File: config.mk
export PLATFORM = sky130hd
export DESIGN_NAME = nearest_neighbor_select_unit
export DESIGN_NICKNAME = d
export VERILOG_FILES = /design/src/rtl/nns_pkg.sv /design/src/rtl/nearest_neighbor_select_unit.sv /design/src/rtl/nns_cell.sv
export SDC_FILE = /design/constraint.sdc
export NUM_CORES = 2
export LEC_CHECK = 0
export BUFFER_PORTS_ARGS = -buffer_cell sky130_fd_sc_hd__buf_4
export CORE_MARGIN = 4
export CORE_UTILIZATION = 25
export DETAILED_ROUTE_END_ITERATION = 8
export RECOVER_POWER = 100
export SLEW_MARGIN = 20
export SYNTH_ARGS = -nofsm -noshare
export SYNTH_HDL_FRONTEND = slang
export SYNTH_HIERARCHICAL = 1
export SYNTH_SLANG_ARGS = --single-unit
File: constraint.sdc
create_clock -name i_clk -period 11.6 [get_ports i_clk]
set_input_delay 1.16 -clock i_clk [delete_from_list [all_inputs] [get_ports i_clk]]
set_output_delay 1.16 -clock i_clk [all_outputs]
set_load 0.1 [all_outputs]
File: src/rtl/nns_pkg.sv
// Package for the nearest neighbor select unit: sizes, word types, cell control,
// FSM states and configuration register codes.
// No dependencies.
package nns_pkg;

    localparam int CAPACITY  = 32;
    localparam int MAX_NODES = 4096;

    localparam int IDX_W  = 12;
    localparam int DIST_W = 23;
    localparam int MODE_W = 2;
    localparam int K_W    = 6;
    localparam int CFG_IDX_W  = 2;
    localparam int CFG_DATA_W = 23;

    // kept count runs 0..CAPACITY
    localparam int CNT_W  = $clog2(CAPACITY + 1);
    // cell address runs 0..CAPACITY-1
    localparam int SLOT_W = (CAPACITY > 1) ? $clog2(CAPACITY) : 1;

    localparam logic [MODE_W-1:0] MODE_STANDARD = 2'd0;
    localparam logic [MODE_W-1:0] MODE_KNN      = 2'd1;
    localparam logic [MODE_W-1:0] MODE_BOUNDED  = 2'd2;

    localparam logic [MODE_W-1:0]     RST_MODE  = MODE_STANDARD;
    localparam logic [K_W-1:0]        RST_K     = 6'd8;
    localparam logic [DIST_W-1:0]     RST_LIMIT = '1;

    typedef enum logic [CFG_IDX_W-1:0] {
        CFG_METRIC_MODE    = 2'd0,
        CFG_NEIGHBOR_COUNT = 2'd1,
        CFG_DISTANCE_LIMIT = 2'd2
    } t_cfg_reg;

    typedef enum logic {
        ST_COLLECT = 1'b0,
        ST_DRAIN   = 1'b1
    } t_state;

    typedef struct packed {
        logic [IDX_W-1:0]  node_index;
        logic [IDX_W-1:0]  center_index;
        logic [DIST_W-1:0] distance;
        logic              last_item;
    } t_in_word;

    typedef struct packed {
        logic [IDX_W-1:0]  neighbor_index;
        logic [DIST_W-1:0] neighbor_distance;
        logic              last_result;
        logic              empty_list;
        logic              overflowed;
    } t_out_word;

    typedef struct packed {
        logic [IDX_W-1:0]  index;
        logic [DIST_W-1:0] distance;
    } t_entry;

    // broadcast to every cell each cycle
    typedef struct packed {
        logic   insert;
        logic   shift;
        t_entry new_entry;
    } t_cell_ctl;

endpackage

File: src/rtl/nearest_neighbor_select_unit.sv
// Nearest neighbor select unit: top level with control, config registers,
// the insertion chain of nns_cell slots and the output register.
// Depends on nns_pkg and nns_cell.
//
// Input channel (i_in / i_in_valid / o_in_ready): one distance-row word per
// cycle. A word whose node equals the center or lies out of range is skipped,
// but its last_item mark still counts. Each accepted word is compared against
// all kept slots at once and inserted in place.
// After the word with last_item, input is held off while the kept list drains
// nearest first, one result word per cycle while the receiver keeps up (count
// results, or one empty marker). The word with last_item moves the FSM into
// drain, and the first result is then loaded into the output register; the
// single output register and the one-slot left shift per result set the drain
// rate.
// Receiver stall: the output register holds its word and the chain stops
// shifting. The next row may start while the final result still waits.
// Config port (i_cfg_*) is always ready; writes to index 3 are ignored.
// Reset (i_rst_n low, synchronous) empties the list, clears the overflow flag
// and output valid, and loads mode standard, k = 8, limit = max. Slot
// contents are not cleared; only slots below the count are ever read.
module nearest_neighbor_select_unit
    import nns_pkg::*;
(
    input  logic                  i_clk,
    input  logic                  i_rst_n,

    input  t_in_word              i_in,
    input  logic                  i_in_valid,
    output logic                  o_in_ready,

    output t_out_word             o_out,
    output logic                  o_out_valid,
    input  logic                  i_out_ready,

    input  logic                  i_cfg_valid,
    output logic                  o_cfg_ready,
    input  logic [CFG_IDX_W-1:0]  i_cfg_index,
    input  logic [CFG_DATA_W-1:0] i_cfg_data
);

    // ---------------- state ----------------
    t_state              r_state, n_state;
    logic [CNT_W-1:0]    r_count, n_count;
    logic                r_ovf, n_ovf;
    logic [MODE_W-1:0]   r_mode;
    logic [K_W-1:0]      r_k;
    logic [DIST_W-1:0]   r_limit;
    t_out_word           r_out, n_out;
    logic                r_out_valid, n_out_valid;

    // ---------------- handshake ----------------
    logic in_fire;
    logic drain_load;
    logic cfg_fire;

    assign o_cfg_ready = 1'b1;
    assign cfg_fire    = i_cfg_valid && o_cfg_ready;
    assign in_fire     = i_in_valid && o_in_ready;

    // ---------------- FSM ----------------
    always_comb begin
        n_state = r_state;
        case (r_state)
            ST_COLLECT: begin
                if (in_fire && i_in.last_item) begin
                    n_state = ST_DRAIN;
                end
            end
            ST_DRAIN: begin
                // the last result of the row leaves when count is 0 or 1
                if (drain_load && (r_count <= CNT_W'(1))) begin
                    n_state = ST_COLLECT;
                end
            end
            default: n_state = ST_COLLECT;
        endcase
    end

    always_comb begin
        o_in_ready = 1'b0;
        drain_load = 1'b0;
        case (r_state)
            ST_COLLECT: o_in_ready = 1'b1;
            ST_DRAIN:   drain_load = !r_out_valid || i_out_ready;
            default: begin
                o_in_ready = 1'b0;
                drain_load = 1'b0;
            end
        endcase
    end

    // ---------------- candidate qualification ----------------
    logic              node_ok;
    logic              consider;
    logic              cap_bound;
    logic [CNT_W-1:0]  room;
    logic              pos_ge_room;
    logic              list_full;
    logic              do_insert;
    logic [CAPACITY-1:0] le;

    assign node_ok = (i_in.node_index != i_in.center_index) &&
                     (32'(i_in.node_index) < MAX_NODES);

    always_comb begin
        room      = CNT_W'(CAPACITY);
        cap_bound = 1'b1;
        consider  = in_fire && node_ok;
        if (r_mode == MODE_KNN) begin
            if (32'(r_k) <= CAPACITY) begin
                room      = CNT_W'(r_k);
                cap_bound = 1'b0;
            end
        end else if (r_mode == MODE_BOUNDED) begin
            if (i_in.distance > r_limit) begin
                consider = 1'b0;
            end
        end
    end

    // kept slots that compare <= form a prefix, so the insert point is at or
    // beyond room exactly when slot room-1 keeps its place
    assign pos_ge_room = (room == '0) || le[SLOT_W'(room - CNT_W'(1))];
    assign list_full   = (r_count >= room);
    assign do_insert   = consider && !pos_ge_room;

    // ---------------- cell chain ----------------
    t_cell_ctl cell_ctl;
    t_entry    cell_q [CAPACITY];

    assign cell_ctl.insert             = do_insert;
    assign cell_ctl.shift              = drain_load && (r_count != '0);
    assign cell_ctl.new_entry.index    = i_in.node_index;
    assign cell_ctl.new_entry.distance = i_in.distance;

    for (genvar g = 0; g < CAPACITY; g++) begin : g_cell
        logic   left_le;
        t_entry left_q;
        t_entry right_q;
        if (g == 0) begin : g_head
            assign left_le = 1'b1;
            assign left_q  = cell_ctl.new_entry;
        end else begin : g_body
            assign left_le = le[g-1];
            assign left_q  = cell_q[g-1];
        end
        if (g == CAPACITY - 1) begin : g_tail
            assign right_q = cell_q[g];
        end else begin : g_mid
            assign right_q = cell_q[g+1];
        end
        nns_cell u_cell (
            .i_clk     (i_clk),
            .i_ctl     (cell_ctl),
            .i_valid   (CNT_W'(g) < r_count),
            .i_left_le (left_le),
            .i_left    (left_q),
            .i_right   (right_q),
            .o_le      (le[g]),
            .o_entry   (cell_q[g])
        );
    end

    // ---------------- count and overflow ----------------
    always_comb begin
        n_count = r_count;
        n_ovf   = r_ovf;
        if (drain_load) begin
            if (r_count <= CNT_W'(1)) begin
                n_count = '0;
                n_ovf   = 1'b0;
            end else begin
                n_count = r_count - CNT_W'(1);
            end
        end else begin
            if (do_insert) begin
                n_count = list_full ? room : (r_count + CNT_W'(1));
            end
            if (consider && cap_bound && (pos_ge_room || list_full)) begin
                n_ovf = 1'b1;
            end
        end
    end

    // ---------------- output register ----------------
    always_comb begin
        n_out       = r_out;
        n_out_valid = r_out_valid;
        if (r_out_valid && i_out_ready) begin
            n_out_valid = 1'b0;
        end
        if (drain_load) begin
            n_out_valid = 1'b1;
            n_out.overflowed = r_ovf;
            if (r_count == '0) begin
                n_out.neighbor_index    = '0;
                n_out.neighbor_distance = '0;
                n_out.last_result       = 1'b1;
                n_out.empty_list        = 1'b1;
            end else begin
                n_out.neighbor_index    = cell_q[0].index;
                n_out.neighbor_distance = cell_q[0].distance;
                n_out.last_result       = (r_count == CNT_W'(1));
                n_out.empty_list        = 1'b0;
            end
        end
    end

    assign o_out       = r_out;
    assign o_out_valid = r_out_valid;

    // ---------------- registers ----------------
    always_ff @(posedge i_clk) begin
        if (!i_rst_n) begin
            r_state     <= ST_COLLECT;
            r_count     <= '0;
            r_ovf       <= 1'b0;
            r_out_valid <= 1'b0;
        end else begin
            r_state     <= n_state;
            r_count     <= n_count;
            r_ovf       <= n_ovf;
            r_out_valid <= n_out_valid;
        end
    end

    always_ff @(posedge i_clk) begin
        r_out <= n_out;
    end

    always_ff @(posedge i_clk) begin
        if (!i_rst_n) begin
            r_mode  <= RST_MODE;
            r_k     <= RST_K;
            r_limit <= RST_LIMIT;
        end else if (cfg_fire) begin
            case (i_cfg_index)
                CFG_METRIC_MODE:    r_mode  <= i_cfg_data[MODE_W-1:0];
                CFG_NEIGHBOR_COUNT: r_k     <= i_cfg_data[K_W-1:0];
                CFG_DISTANCE_LIMIT: r_limit <= i_cfg_data[DIST_W-1:0];
                default: ;
            endcase
        end
    end

    // ---------------- assertions ----------------
`ifndef SYNTH
    a_count_bound: assert property (@(posedge i_clk) disable iff (!i_rst_n)
        r_count <= CNT_W'(CAPACITY))
        else $error("kept count beyond capacity");

    a_last_starts_drain: assert property (@(posedge i_clk) disable iff (!i_rst_n)
        (in_fire && i_in.last_item) |=> (r_state == ST_DRAIN))
        else $error("row end did not start drain");

    a_final_clears: assert property (@(posedge i_clk) disable iff (!i_rst_n)
        (drain_load && (r_count <= CNT_W'(1))) |=>
            (r_count == '0) && !r_ovf && o_out_valid && o_out.last_result)
        else $error("final result did not clear the list");

    a_no_insert_in_drain: assert property (@(posedge i_clk) disable iff (!i_rst_n)
        (r_state == ST_DRAIN) |-> !o_in_ready && !do_insert)
        else $error("input taken during drain");
`endif

endmodule

File: src/rtl/nns_cell.sv
// One slot of the sorted insertion chain: holds an entry, compares it against
// the broadcast candidate, and takes the candidate or data from its left or right neighbor.
// Depends on nns_pkg.
module nns_cell
    import nns_pkg::*;
(
    input  logic      i_clk,
    input  t_cell_ctl i_ctl,
    input  logic      i_valid,     // slot lies below the kept count
    input  logic      i_left_le,   // left neighbor keeps its place
    input  t_entry    i_left,
    input  t_entry    i_right,
    output logic      o_le,
    output t_entry    o_entry
);

    t_entry r_entry;
    t_entry n_entry;

    // ties stay ahead of the newcomer
    assign o_le    = i_valid && (r_entry.distance <= i_ctl.new_entry.distance);
    assign o_entry = r_entry;

    always_comb begin
        n_entry = r_entry;
        if (i_ctl.shift) begin
            n_entry = i_right;
        end else if (i_ctl.insert && !o_le) begin
            n_entry = i_left_le ? i_ctl.new_entry : i_left;
        end
    end

    always_ff @(posedge i_clk) begin
        r_entry <= n_entry;
    end

endmodule
==> results.cfg <==
[finish]
instances_no_fill = 12387
area_growth_syn_to_layout_pct = 12.1
drive_gt1_share_pct = 5.01
final_area_mm2 = 0.0899
layout.nets = 8954
fin_util_pct = 28.2
multiInputGateArea_mm2 = 0.0401
seq_area_mm2 = 0.0356
n_fill_cell = 33415

[status]
violations = capacitance limit, slew limit
status = complete, but fails checks

[critical_path]
r2r_start = r_count[5]
worstSetupEndpointType = register
crit_fanout = 48
crit_required_ps = 11980
critical_path_class = register to register
cp.arrival_ps = 9500
setup.worst_path.start = r_count[5]
cp-start-kind = register

[place]
dpl.hpwl_um = 168000
preCtsSetupSlack_ps = 3440
place_congestion = 0.855
numPlacedInstances = 12146
portBuffers = 117
place_area_mm2 = 0.0860

[pwr]
power_density_mw_per_mm2 = 262
irDropWorstVdd_mv = 0.136
p_leak_nw = 33.8
power_mw = 23.5

[timing]
hold_viol = 0
fmax_ghz = 0.110
worst_pin_slew_ps = 3540
setup_slack_ps = 2490
layout_min_cycle_time_ps = 9110
period_share_pct = 78.6
whs_ps = 507
slew_violations = 1395
slew_headroom_pct = -136
skew_ps = 34.9
rsz0062_at_grt = false
setup_viol = 0
final.setup.tns_ps = 0

[min_path]
holdCritStartpoint = r_limit[17]
holdCritPathClass = register to register

[clocking]
cts_setup_buffers = 0
clock_latency_ps = 800
cts_tree = yes
htree_levels = 4
cts_hold_buf = 0
clock_path_buffers = 3
cts_resized = 0
clkSlewWorstSetupHoldPaths_ps = 60
root_buffer = clkbuf_16
cts_sinks = 1198
cts_buffers = 136

[synth]
synth_warnings = 6
synth-edff-count = 1158
synthesis.area_mm2 = 0.0802
syn_inst = 8135
syn_avg_cell_area_um2 = 9.85
ys_seq_area_share_pct = 44.4
synth.top_cell.area_share_pct = 43.4
ys.flop_type = edfxtp_1
synth-seq-cells = 1198
synth_area_leaders = edfxtp_1 (43%), mux2i_1 (14%), ha_1 (12%)
yosysTopAreaCell = edfxtp_1
synth_common_cells = nand2_1 (1335), o21ai_0 (1302), edfxtp_1 (1158), mux2i_1 (1136), inv_1 (808)
synth_most_common_cell = nand2_1
synthArstFlopShare_pct = 0
synth_cell_types = 79

[drt]
drtAntennaViolNets = 0
dr.pass1.iters = 6
vias = 60327
drt_iter0_drc = 5964
wl_um = 236000
wire_per_inst_um = 19.0
viasPerCell = 4.87
drc = 0

[grt]
grt_pass1_vias = 56872
antenna_found_initial = 5
grt.overflow.total = 0
grt_max_degree = 235
grt_usage_pct = 13.7
grt_pass1_wl_um = 358000

[die]
ios = 119
die_area_mm2 = 0.330
fp-row-count = 207
die_w_um = 574
core_mm2 = 0.319
start_util_pct = 25.2
fp.dieH_um = 574

[run]
cap_violations = 23
## cell families after synthesis
group / after synthesis / share of synthesized area [%]
xor+xnor: 16 / 0.198
simple gates: 1880 / 10.2
buf+inv: 1223 / 5.99
fa+ha+maj: 771 / 12.0
flops: 1198 / 44.4
other cells: 1 / 0.00468
compound gates: 1905 / 12.9
mux: 1141 / 14.3
## state kept, by name, summed over array words and instances, names as in the netlist
| register | flops |
|---|---|
| r_mode | 2 |
| r_ovf | 1 |
| g_cell.u_cell/o_entry | 1120 |
| r_limit | 23 |
| o_out | 38 |
| o_out_valid | 1 |
| r_count | 6 |
| r_k | 6 |
| r_state | 1 |
## layout make-up
type / count / area share (%)
Multi-Input combinational cell: 5715 / 44.6
Antenna cell: 2 / 0.00557
Inverter: 811 / 3.40
Clock inverter: 55 / 0.500
Sequential cell: 1198 / 39.6
Tap cell: 4180 / 5.82
Clock buffer: 183 / 4.17
Timing Repair Buffer: 243 / 1.90
## cell usage in the layout (no fill, tap or decap), types with 5 or more instances in the layout
master,instances
bufinv_16,6
and2_1,21
inv_6,5
dfxtp_1,40
clkbuf_1,99
mux2i_1,1136
inv_1,808
and2_0,16
ha_1,771
a21boi_4,30
nor2b_1,32
a21oi_1,365
nand2_1,1335
clkinv_1,30
nor2_1,92
nor3_1,37
nor4_1,37
nand3_1,75
nand4_1,166
a21o_1,73
buf_12,8
nand2b_1,11
clkinv_2,12
a311o_1,27
mux4_2,5
clkbuf_16,142
xnor2_1,13
edfxtp_1,1158
a311o_2,5
a211oi_1,9
o21ai_0,1302
a222oi_1,31
buf_4,169
nand3b_1,35
o211ai_1,25
## per-layer routing
metal	global-route usage (%)	wire length [µm]	vias to the layer above	share of wire, %
met3	1.30	13200	257	5.6
met5	0	0	-	0
met2	21.6	105000	1834	45
met4	3.56	5450	0	2.3
met1	19.9	112000	28970	47
li1	-	-	29266	-
## worst paths after layout
path                                   to  slack (ps)  cells after the start
min reg2reg                   r_limit[17]         510                      2
max          g_cell[19].u_cell/o_entry[0]        2490                     18
max reg2reg  g_cell[19].u_cell/o_entry[0]        2490                     18
min                           r_limit[17]         510                      2
## power by group
| part | internal (mW) | switching, mW |
|---|---|---|
| Clock | 2.40 | 1.83 |
| Combinational | 3.51 | 5.52 |
| Sequential | 8.28 | 2.00 |
## worst max-delay path, cell delays in order (launching register included)
cell and delay (ps):
dfxtp_1 580, nor2_1 810, inv_1 390, nor2_1 390
inv_1 280, nor2_1 200, inv_1 150, nor2_1 660
inv_1 340, a21boi_0 260, mux4_2 510, a22o_1 270
a211o_1 340, a21o_1 290, inv_1 470, buf_4 720
nor2b_1 220, a311o_1 750, clkbuf_1 1000
Note: power is estimated with default switching activity, not from simulation.
